[src/sv/bfm2_pkg.sv]
// ----------------------------------------------------------------------------
// bfm2_pkg
// shared types, codes and hash constants for the murmur2 bloom filter
// ----------------------------------------------------------------------------
`default_nettype none
package bfm2_pkg;

    localparam int unsigned MAX_BITS_DEF      = 65536;
    localparam int unsigned MAX_HASHES_DEF    = 8;
    localparam int unsigned MAX_KEY_BYTES_DEF = 16;

    localparam logic [31:0] MIX_MUL     = 32'h5bd1e995;
    localparam int unsigned MIX_SHIFT   = 24;
    localparam int unsigned FIN_SHIFT_A = 13;
    localparam int unsigned FIN_SHIFT_B = 15;

    localparam logic [1:0] CMD_ADD   = 2'd0;
    localparam logic [1:0] CMD_FIND  = 2'd1;
    localparam logic [1:0] CMD_CLEAR = 2'd2;

    localparam logic [2:0] ST_ADDED   = 3'd0;
    localparam logic [2:0] ST_MAYBE   = 3'd1;
    localparam logic [2:0] ST_ABSENT  = 3'd2;
    localparam logic [2:0] ST_FULL    = 3'd3;
    localparam logic [2:0] ST_BAD_ARG = 3'd4;
    localparam logic [2:0] ST_CLEARED = 3'd5;

    localparam logic [2:0] REG_NUM_HASHES = 3'd0;
    localparam logic [2:0] REG_BIT_COUNT  = 3'd1;
    localparam logic [2:0] REG_CAPACITY   = 3'd2;
    localparam logic [2:0] REG_SEEDS_0_1  = 3'd3;
    localparam logic [2:0] REG_SEEDS_2_3  = 3'd4;
    localparam logic [2:0] REG_SEEDS_4_5  = 3'd5;
    localparam logic [2:0] REG_SEEDS_6_7  = 3'd6;

    typedef enum logic [1:0] {
        OP_HASH,
        OP_IMMEDIATE,
        OP_CLEAR
    } op_kind_t;

    // one classified transaction travelling from front to back
    typedef struct packed {
        op_kind_t    kind;
        logic        is_add;
        logic [2:0]  status;
        logic [127:0] key;
        logic [4:0]  len;
        logic [3:0]  nh;
    } job_t;

    typedef enum logic [3:0] {
        BK_IDLE,
        BK_HINIT,
        BK_KMUL1,
        BK_KMUL2,
        BK_HMUL,
        BK_TAIL,
        BK_TMUL,
        BK_FMUL,
        BK_FIN,
        BK_MOD,
        BK_READ,
        BK_TEST,
        BK_CLEAR,
        BK_DONE
    } back_state_t;

endpackage
`default_nettype wire

[src/sv/bfm2_regs.sv]
// ----------------------------------------------------------------------------
// bfm2_regs
// apb configuration registers
// ----------------------------------------------------------------------------
`default_nettype none
module bfm2_regs (
    input  wire logic         clk,
    input  wire logic         rst_n,
    input  wire logic         psel,
    input  wire logic         penable,
    input  wire logic         pwrite,
    input  wire logic [5:0]   paddr,
    input  wire logic [63:0]  pwdata,
    output logic [63:0]       prdata,
    output logic              pready,
    output logic [3:0]        num_hashes,
    output logic [16:0]       bit_count,
    output logic [15:0]       capacity,
    output logic [255:0]      seeds
);
    import bfm2_pkg::*;

    logic [3:0]   nh_reg;
    logic [16:0]  bc_reg;
    logic [15:0]  cap_reg;
    logic [255:0] seeds_reg;
    logic         wr;
    logic [2:0]   idx;

    assign pready = 1'b1;
    assign wr     = psel && penable && pwrite;
    assign idx    = paddr[5:3];

    always_ff @(posedge clk or negedge rst_n)
    begin
        if (!rst_n)
        begin
            nh_reg    <= 4'd1;
            bc_reg    <= 17'd65536;
            cap_reg   <= 16'hffff;
            seeds_reg <= '0;
        end
        else if (wr)
        begin
            unique case (idx)
                REG_NUM_HASHES: nh_reg <= pwdata[3:0];
                REG_BIT_COUNT:  bc_reg <= pwdata[16:0];
                REG_CAPACITY:   cap_reg <= pwdata[15:0];
                REG_SEEDS_0_1:  seeds_reg[63:0]    <= pwdata;
                REG_SEEDS_2_3:  seeds_reg[127:64]  <= pwdata;
                REG_SEEDS_4_5:  seeds_reg[191:128] <= pwdata;
                REG_SEEDS_6_7:  seeds_reg[255:192] <= pwdata;
                default: ;
            endcase
        end
    end

    always_comb
    begin
        unique case (idx)
            REG_NUM_HASHES: prdata = 64'(nh_reg);
            REG_BIT_COUNT:  prdata = 64'(bc_reg);
            REG_CAPACITY:   prdata = 64'(cap_reg);
            REG_SEEDS_0_1:  prdata = seeds_reg[63:0];
            REG_SEEDS_2_3:  prdata = seeds_reg[127:64];
            REG_SEEDS_4_5:  prdata = seeds_reg[191:128];
            REG_SEEDS_6_7:  prdata = seeds_reg[255:192];
            default:        prdata = 64'd0;
        endcase
    end

    assign num_hashes = nh_reg;
    assign bit_count  = bc_reg;
    assign capacity   = cap_reg;
    assign seeds      = seeds_reg;

endmodule
`default_nettype wire

[config.mk]
export PLATFORM = sky130hd
export DESIGN_NAME = bfm2_regs
export DESIGN_NICKNAME = d
export VERILOG_FILES = /design/src/sv/bfm2_pkg.sv /design/src/sv/bfm2_regs.sv
export SDC_FILE = /design/constraint.sdc
export NUM_CORES = 1
export LEC_CHECK = 0
export BUFFER_PORTS_ARGS = -buffer_cell sky130_fd_sc_hd__buf_2
export CORE_MARGIN = 1
export CORE_UTILIZATION = 45
export DETAILED_ROUTE_END_ITERATION = 16
export GPL_TIMING_DRIVEN = 0
export PLACE_DENSITY = 0.74
export SKIP_LAST_GASP = 1
export SYNTH_ARGS = -nofsm -noshare
export SYNTH_HDL_FRONTEND = slang
export SYNTH_SLANG_ARGS = --single-unit
[constraint.sdc]
create_clock -name clk -period 1.4 [get_ports clk]
set_input_delay 0.07 -clock clk [delete_from_list [all_inputs] [get_ports clk]]
set_output_delay 0.07 -clock clk [all_outputs]
set_load 0.01 [all_outputs]
==> results of run 1 <==
## power groups by stage
stage	sequential, mW	combinational, mW	clock (mW)
floorplan	12.2	2.54	0
detailed placement	11.6	6.48	0
finish	11.4	7.95	8.22
global placement	11.6	6.34	0
global route	11.6	8.44	8.66
CTS	11.4	7.59	8.34
## per-layer routing
layer,routed length [µm],up-vias,part of all wire
li1,-,4809,-
met1,18800,5642,0.40
met2,22100,531,0.47
met4,2480,0,0.053
met3,3290,147,0.070
met5,0,-,0
## placed cells by master, fill, tap and decap left out, drive strengths merged, types with 3 or more instances in the layout
cell         count
a221o            3
dfrtp          275
buf            584
nor2             6
a21boi           3
nand2           60
clkbuf          62
a221oi          10
nand3b           3
clkinv          11
o21ai            5
o221ai          48
nand2b          49
a31oi            9
dlygate4sd3     65
mux2i           63
or2              7
nor2b            4
a211oi           3
a22oi            4
mux2           314
a21oi            4
dfstp           18
## worst paths after layout
| path | startpoint | depth (start not counted) | slack, ns | to |
|---|---|---|---|---|
| max in group asynchronous | rst_n | 3 | 0.41 | seeds[118] |
| min in group clk | paddr[5] | 4 | 0.13 | bit_count[6] |
| worst max register to register | seeds[133] | 3 | 0.35 | seeds[133] |
| worst min register to register | seeds[135] | 1 | 0.52 | seeds[135] |
| worst min-delay path | rst_n | 2 | 0.02 | seeds[135] |
| worst max-delay path | capacity[2] | 4 | -0.39 | prdata[2] |
## timing repair
action	4_1_cts	5_1_grt
pin swaps	14	14
gates resized for setup	88	48
endpoints found under the setup margin	124	69
hold buffers	65	0
buffers inserted	83	23
gates cloned	0	0
hold endpoints to repair	575	0
## through the flow
step | util | std cells | TNS (ns) | hold WS (ns) | cell area (µm²)
CTS | 0.642 | 1982 | -10.06 | 0.0118 | 18600
finish | 0.653 | 2005 | -8.80 | 0.0175 | 18900
floorplan | - | 965 | 0 | -0.226 | 13300
global placement | 0.551 | 1775 | -1614.58 | 0.344 | 16000
global route | 0.653 | 2005 | -13.43 | 0.0423 | 18900
detailed placement | 0.554 | 1777 | -151.76 | 0.0138 | 16000
## final cells by class
| class | count | area, µm² | area share |
|---|---|---|---|
| Clock inverter | 13 | 97.6 | 0.00516 |
| Sequential cell | 293 | 7350 | 0.389 |
| Timing Repair Buffer | 598 | 3700 | 0.196 |
| Buffer | 69 | 488 | 0.0258 |
| Multi-Input combinational cell | 602 | 5850 | 0.309 |
| Clock buffer | 44 | 925 | 0.0489 |
| Tap cell | 384 | 480 | 0.0254 |
| Antenna cell | 1 | 2.50 | 0.000132 |
| Inverter | 1 | 3.75 | 0.000199 |
## worst reg2reg max path, cell delays in order, from the launching register on
cell and delay, ns:
dfrtp_1 0.39, buf_4 0.14, buf_4 0.13, mux2_1 0.28
## logic make-up after synthesis
logic type / after synthesis / synth area share
other: 1 / 0.000281
flip-flops: 293 / 0.551
multiplexers: 377 / 0.315
buffers and inverters: 70 / 0.0246
AO/OA/AOI/OAI: 89 / 0.0535
AND/OR/NAND/NOR: 135 / 0.0553
==> flow_summary_export.csv, run 1 <==
group,metric,value,unit
worst_setup_path,critical_path.max_stage_delay,0.54,ns
clock_network,clockBufferDepth,3,
worst_setup_path,slowest_stage,"dfstp_2",
timing,finalMaxSlewViolations,0,
grt,grt_pass1_vias,11553,
synthesis,ys_warn_count,0,
synthesis,synth_edf_count,0,
route,routed_wl,46700,µm
grt,grtUsageMet2,0.493,
timing,final_hold_viol_count,0,
worst_hold_path,hp-class,"in -> async",
power,vdd_drop_max,1.18,mV
synthesis,ys_types,35,
worst_setup_path,worstSetupStartpointType,"flop",
timing,period_share,1.28,
synthesis,synth_common_cells,"294 x mux2_2, 275 x dfrtp_1, 63 x mux2i_1, 60 x nand2_1, 49 x nand2b_1",
clock_network,cts_root_buffer,"clkbuf_16",
floorplan,dieWidth,174,µm
route,wl_per_cell,23.3,µm
worst_setup_path,path_class,"reg -> out",
power,combPwrFrac,0.288,
grt,grt_max_degree,125,
worst_setup_path,worstPathArrival,1.72,ns
synthesis,async_flop_share,1.00,
synthesis,synth_seq_cells,293,
synthesis,synth.yosys.seq_area_share,0.551,
synthesis,ys.flop_type,"dfrtp_1",
finish,syn2layout_area_growth,41.6,%
synthesis,synth_cells,965,
power,power,27.6,mW
synthesis,synth_most_common_cell,"mux2_2",
finish,drive_above_1_share,0.625,
placed_design,io_buffers,426,
synthesis,ys_top_cells_by_area,"dfrtp_1 52%, mux2_2 25%, mux2i_1 4.7%",
worst_setup_path,crit_fanout,2,
route,firstDrtPassIters,6,
power,power_frac_seq,0.414,
clock_network,ctsHtreeMaxLevel,1,
worst_setup_path,cp_data_required_time,1.33,ns
timing,min_period,1.79,ns
worst_setup_path,worst_setup_path_end_kind,"output port",
timing,rsz0062_at_grt,"yes",
synthesis,synth_top_area_cell,"dfrtp_1",
worst_setup_path,path_buf_inv,1,
synthesis,synth.avg_cell_area,13.8,µm²
timing,setup_viol,77,
finish,num-nets-final,1671,
power,p_sw_frac,0.309,
synthesis,synth_top_area_frac,0.516,
route,drt-vias-per-instance,5.55,
clock_network,clk_pin_slew,0.06,ns
power,power.density,1460,nW/µm²
synthesis,syn_area,13300,µm²
power,p_int,19.1,mW
worst_setup_path,path_delay_family,"flip-flops",
power,clkPwrFrac,0.298,
timing,max_slew_margin,0.525,
power,power_leakage,9.64,nW
clock_network,cts.sinks,293,
route,drcViolationCount,0,
route,drt_iter0_markers,704,
placed_design,dp_hpwl,31300,µm
clock_network,cts_buffers,31,
finish,largest_register_ffs,256,
grt,met3_usage,0.0623,
grt,global_route.usage.met1,0.382,
run_status,status,"finished with violations",
finish,num-fill-cells,2186,
placed_design,place_congestion,0.854,
timing,tightest_slew,0.711,ns
floorplan,core,28900,µm²
power,p_switching,8.53,mW
synthesis,synth_nets,1040,
clock_network,cts_tree,"built",
timing,clock.fmax,0.559,GHz
grt,busiest_layer,"met2",
route,postRouteAntennaNets,0,
flow_run,maxCapViolations,0,
grt,grt_antenna_before_repair,2,
timing,skew,0,ns
grt,grtUsageTotal,0.301,
floorplan,initial_core_util,0.461,
grt,grt_pass1_wl,69800,µm
timing,fin_ws,-0.388,ns
floorplan,rows,62,
run_status,violations,"setup timing",
placed_design,post-place-ws,-0.899,ns
route,vias,11129,
floorplan,ioPinCount,433,
clock_network,clk_latency,0.56,ns
floorplan,dieHeight,174,µm
floorplan,dieArea,30300,µm²
grt,grt_overflow,0,
worst_setup_path,path_cells,"mux2i_1, a211oi_1, a221o_1, buf_2",
Note: power is estimated with default switching activity, not from simulation.
==> inputs of run 2 (changes only) <==
--- a/config.mk
+++ b/config.mk
@@ -8,6 +8,7 @@
 export BUFFER_PORTS_ARGS = -buffer_cell sky130_fd_sc_hd__buf_2
 export CORE_MARGIN = 1
 export CORE_UTILIZATION = 45
+export CTS_BUF_LIST = sky130_fd_sc_hd__clkbuf_2
 export DETAILED_ROUTE_END_ITERATION = 16
 export GPL_TIMING_DRIVEN = 0
 export PLACE_DENSITY = 0.74
==> flow_summary_export.csv, run 2 (synthesis results as in run 1) <==
group,metric,value,unit
run_status,status,"finished with violations",
run_status,violations,"hold timing, setup timing",
floorplan,ioPinCount,433,
worst_setup_path,worst_setup_path_end_kind,"output port",
power,power,27.7,mW
grt,global_route.usage.met1,0.388,
timing,fin_ws,-0.795,ns
placed_design,io_buffers,426,
placed_design,post-place-ws,-0.899,ns
clock_network,cts_buffers,79,
grt,grt_antenna_before_repair,4,
grt,grtUsageTotal,0.327,
timing,max_slew_margin,0.406,
timing,setup_viol,481,
clock_network,cts_root_buffer,"clkbuf_2",
worst_hold_path,hp-class,"in -> reg",
grt,met3_usage,0.0884,
finish,mostFrequentLayoutCell,"buf_2",
power,power_leakage,10.3,nW
timing,final_hold_viol_count,15,
clock_network,cts_tree,"built",
timing,skew,0,ns
route,routed_wl,52500,µm
finish,syn2layout_area_growth,53.6,%
finish,fin_util,0.708,
grt,grt_overflow,0,
timing,hold_ws,-0.173,ns
timing,fin_setup_tns,-76.97,ns
route,drcViolationCount,0,
worst_setup_path,worstPathArrival,2.12,ns
clock_network,cts.sinks,293,
finish,drive_above_1_share,0.616,
worst_setup_path,r2r_setup_slack,0.06,ns
floorplan,core,28900,µm²
grt,grt_pass1_wl,75500,µm
timing,clock.fmax,0.456,GHz
placed_design,dp.cells,1777,
timing,min_period,2.19,ns
clock_network,clk_latency,0.80,ns
worst_setup_path,path_buf_inv,1,
clock_network,ctsHtreeMaxLevel,3,
worst_setup_path,cp_data_required_time,1.33,ns
grt,busiest_layer,"met2",
finish,mostFrequentLayoutCells,"325 x buf_2, 288 x mux2_2, 275 x dfrtp_1, 231 x buf_6, 131 x clkbuf_2",
grt,grt_max_degree,125,
worst_setup_path,crit_cells,4,
route,drt-vias-per-instance,5.62,
finish,final-instance-count-excl-fill,2182,
worst_setup_path,path_delay_family,"flip-flops",
placed_design,place_congestion,0.854,
timing,tightest_slew,0.891,ns
power,power.density,1350,nW/µm²
worst_setup_path,path_class,"reg -> out",
finish,num-nets-final,1817,
power,vdd_drop_max,0.850,mV
finish,fin_area,20500,µm²
finish,largest_register_ffs,256,
floorplan,dieHeight,174,µm
worst_setup_path,crit_fanout,3,
worst_hold_path,whs_path_depth,4,
route,firstDrtPassIters,5,
route,drt_iter0_markers,705,
route,vias,12265,
grt,grtUsageMet2,0.534,
worst_setup_path,critical_path.max_stage_delay,0.41,ns
placed_design,place_area,16000,µm²
floorplan,dieWidth,174,µm
route,wl_per_cell,24.1,µm
placed_design,dp_hpwl,31300,µm
floorplan,dieArea,30300,µm²
clock_network,clk_pin_slew,0.10,ns
worst_setup_path,path_cells,"mux2_2, a221oi_1, a31oi_1, buf_2",
worst_setup_path,worstSetupStartpointType,"flop",
route,postRouteAntennaNets,0,
floorplan,initial_core_util,0.461,
worst_setup_path,ff2ff_path_depth,2,
timing,rsz0062_at_grt,"yes",
worst_setup_path,slowest_stage,"dfrtp_1",
timing,period_share,1.57,
grt,grt_pass1_vias,12742,
flow_run,maxCapViolations,0,
floorplan,rows,62,
clock_network,clockBufferDepth,3,
timing,finalMaxSlewViolations,0,
==> run 2: changes by cell type in the layout (fill, tap and decap cells not counted), sizes merged <==
cell          previous run  this run
clkbuf                  62       149
diode                    1         3
dlygate4sd3             65       128
buf                    584       608
clkinvlp                 0         2
dlymetal6s4s             0         1
clkinv                  11         8
bufinv                   1         2
==> run 2: what timing repair did <==
action	in CTS	in global routing
endpoints found under the hold margin	583	33
hold buffers	125	6
cloned	0	0
endpoints found under the setup margin	357	563
buffers inserted	82	91
gates resized for setup	238	126
pin swaps	6	9
==> run 2: power breakdown <==
part           internal, mW  switching [mW]
logic                  5.50            4.23
clock network          2.62            3.71
registers              10.2            1.44
total                  18.3            9.39
==> run 2: metal layers <==
layer | vias up | share of wire
met5 | - | 0
met3 | 229 | 0.073
li1 | 5125 | -
met1 | 6222 | 0.38
met4 | 0 | 0.060
met2 | 689 | 0.49
==> run 2: final cells by class <==
cell class                 instances  area, µm²
sequential                       293       7350
timing repair buffer             696       5750
antenna                            3       7.51
tap                              384        480
inverter                           1       3.75
fill                            1929       8440
clock buffer                     121        606
buffer                            69        378
multi-input combinational        602       5810
clock inverter                    13        109
==> run 2: final timing paths <==
kind                            start      endpoint
setup / recovery           seeds[136]     prdata[8]
hold / removal               paddr[5]  bit_count[8]
setup reg to reg           seeds[175]    seeds[175]
hold reg to reg            seeds[138]    seeds[138]
max in group asynchronous       rst_n    seeds[250]
min in group asynchronous       rst_n     seeds[11]
==> run 2: tightest hold or removal path: stages <==
cell	delay (ns)
buf_2	0.12
or3_1	0.11
buf_4	0.20
mux2_2	0.17
==> inputs of run 3 (changes only) <==
--- a/config.mk
+++ b/config.mk
@@ -7,11 +7,11 @@
 export LEC_CHECK = 0
 export BUFFER_PORTS_ARGS = -buffer_cell sky130_fd_sc_hd__buf_2
 export CORE_MARGIN = 1
-export CORE_UTILIZATION = 45
+export CORE_UTILIZATION = 30
 export CTS_BUF_LIST = sky130_fd_sc_hd__clkbuf_2
 export DETAILED_ROUTE_END_ITERATION = 16
-export GPL_TIMING_DRIVEN = 0
-export PLACE_DENSITY = 0.74
+export GPL_TIMING_DRIVEN = 1
+export PLACE_DENSITY = 0.54
 export SKIP_LAST_GASP = 1
 export SYNTH_ARGS = -nofsm -noshare
 export SYNTH_HDL_FRONTEND = slang
==> flow_summary_export.csv, run 3 (synthesis results as in run 1) <==
group,metric,value,unit
worst_setup_path,crit_cells,4,
placed_design,dp_hpwl,31100,µm
worst_setup_path,slowest_stage,"dfrtp_1",
clock_network,ctsHtreeMaxLevel,3,
grt,grtUsageTotal,0.212,
finish,num-nets-final,1873,
power,power_leakage,10.8,nW
grt,grt_pass1_wl,73000,µm
finish,fin_area,21900,µm²
worst_setup_path,worstSetupStartpointType,"flop",
timing,fin_ws,-0.801,ns
timing,setup_viol,360,
placed_design,place_area,16800,µm²
floorplan,dieHeight,213,µm
finish,syn2layout_area_growth,63.9,%
worst_setup_path,r2r_end,"seeds[209]",
worst_setup_path,r2r_start,"seeds[209]",
placed_design,io_buffers,428,
clock_network,clockBufferDepth,3,
route,drcViolationCount,0,
timing,final_hold_viol_count,8,
route,postRouteAntennaNets,0,
grt,grt_antenna_before_repair,2,
clock_network,clk_pin_slew,0.10,ns
placed_design,place_congestion,0.834,
timing,finalMaxSlewViolations,0,
flow_run,maxCapViolations,0,
run_status,status,"finished with violations",
worst_setup_path,crit_path_start,"seeds[140]",
route,wl_per_cell,20.2,µm
finish,drive_above_1_share,0.626,
floorplan,rows,76,
worst_setup_path,path_class,"reg -> out",
clock_network,cts_root_buffer,"clkbuf_2",
finish,mostFrequentLayoutCell,"mux2_2",
grt,grt_pass1_vias,12333,
power,vdd_drop_max,0.645,mV
clock_network,cts_buffers,81,
timing,clock.fmax,0.454,GHz
worst_setup_path,worstPathArrival,2.13,ns
worst_setup_path,r2r_setup_slack,0.06,ns
timing,rsz0062_at_grt,"yes",
floorplan,dieArea,45300,µm²
worst_setup_path,path_buf_inv,1,
grt,grt_overflow,0,
floorplan,dieWidth,213,µm
finish,mostFrequentLayoutCells,"285 x mux2_2, 282 x buf_6, 275 x dfrtp_1, 272 x buf_2, 140 x dlygate4sd3_1",
route,vias,11679,
floorplan,initial_core_util,0.307,
run_status,violations,"hold timing, setup timing",
power,power.density,1290,nW/µm²
clock_network,clk_latency,0.86,ns
floorplan,core,43500,µm²
route,drt-vias-per-instance,4.79,
timing,period_share,1.57,
worst_setup_path,ff2ff_path_depth,2,
timing,skew,0,ns
finish,largest_register_ffs,256,
route,routed_wl,49300,µm
power,power,28.2,mW
worst_setup_path,cp-endpoint,"prdata[12]",
floorplan,ioPinCount,433,
route,firstDrtPassIters,6,
worst_setup_path,path_delay_family,"flip-flops",
worst_setup_path,worst_setup_path_end_kind,"output port",
worst_setup_path,cp_data_required_time,1.33,ns
clock_network,cts.sinks,293,
worst_hold_path,hp-class,"in -> reg",
worst_setup_path,crit_fanout,2,
grt,grt_max_degree,69,
clock_network,cts_tree,"built",
placed_design,post-place-ws,-0.0915,ns
timing,hold_ws,-0.0833,ns
worst_setup_path,critical_path.max_stage_delay,0.41,ns
timing,min_period,2.20,ns
worst_setup_path,path_cells,"mux2_2, a221oi_2, a31oi_2, buf_2",
route,drt_iter0_markers,507,
## run 3: cell count changes in the layout (fill, tap and decap cells not counted), moves of 9 or more
cell           previous run  this run
dlygate4sd3_1           128       140
buf_12                    2        28
buf_6                   231       282
clkbuf_1                  9         0
buf_4                    45        94
buf_2                   325       272
clkbuf_2                131       118
clkbuf_4                  9         0
## run 3: metrics by stage
step / instances / hold slack, ns / utilization / setup TNS, ns
6_report: 2437 / -0.0833 / 0.503 / -85.47
5_1_grt: 2437 / -0.188 / 0.503 / -146.87
4_1_cts: 2367 / -0.231 / 0.480 / -147.10
3_5_place_dp: 1984 / -0.0406 / 0.387 / -15.94
3_3_place_gp: 1984 / -0.0449 / 0.387 / -12.19
2_1_floorplan: 965 / -0.226 / - / 0
## run 3: worst min path at each step
stage / from / to / depth (start not counted)
6_report: paddr[4] / seeds[200] / 5
5_1_grt: paddr[4] / seeds[196] / 5
3_5_place_dp: rst_n / seeds[141] / 1
4_1_cts: paddr[4] / seeds[200] / 5
2_1_floorplan: rst_n / bit_count[0] / 0
3_3_place_gp: rst_n / seeds[141] / 1
## run 3: layout make-up
class / count / area (µm²)
Fill cell: 3871 / 21600
Sequential cell: 293 / 7350
Timing Repair Buffer: 819 / 7260
Multi-Input combinational cell: 602 / 5810
Tap cell: 585 / 732
Clock buffer: 118 / 591
Clock inverter: 17 / 121
Antenna cell: 2 / 5.00
Inverter: 1 / 3.75
## run 3: worst reg2reg max path, cell delays in order, from the launching register on
cell and delay [ns]:
dfrtp_1 0.41, mux2_2 0.26, dlygate4sd3_1 0.55
## run 3: metal layers
metal / global-route usage / vias to the layer above / routed length [µm]
li1: - / 5256 / -
met1: 0.256 / 5925 / 20400
met2: 0.352 / 389 / 24300
met3: 0.0521 / 109 / 2700
met4: 0.106 / 0 / 1930
met5: 0 / - / 0
## run 3: timing repair
item / in CTS / in global routing
hold buffers: 140 / 4
gates resized for setup: 255 / 142
gates cloned: 0 / 1
endpoints found under the setup margin: 357 / 359
setup buffers: 108 / 104
endpoints found under the hold margin: 586 / 239
pin swaps: 11 / 11
## run 3: power by group
| part | internal, mW | leakage [nW] | switching, mW |
|---|---|---|---|
| Sequential | 10.2 | 3.70 | 1.46 |
| Clock | 2.58 | 0.548 | 3.69 |
| Combinational | 6.15 | 6.53 | 4.14 |
| Total | 18.9 | 10.8 | 9.29 |
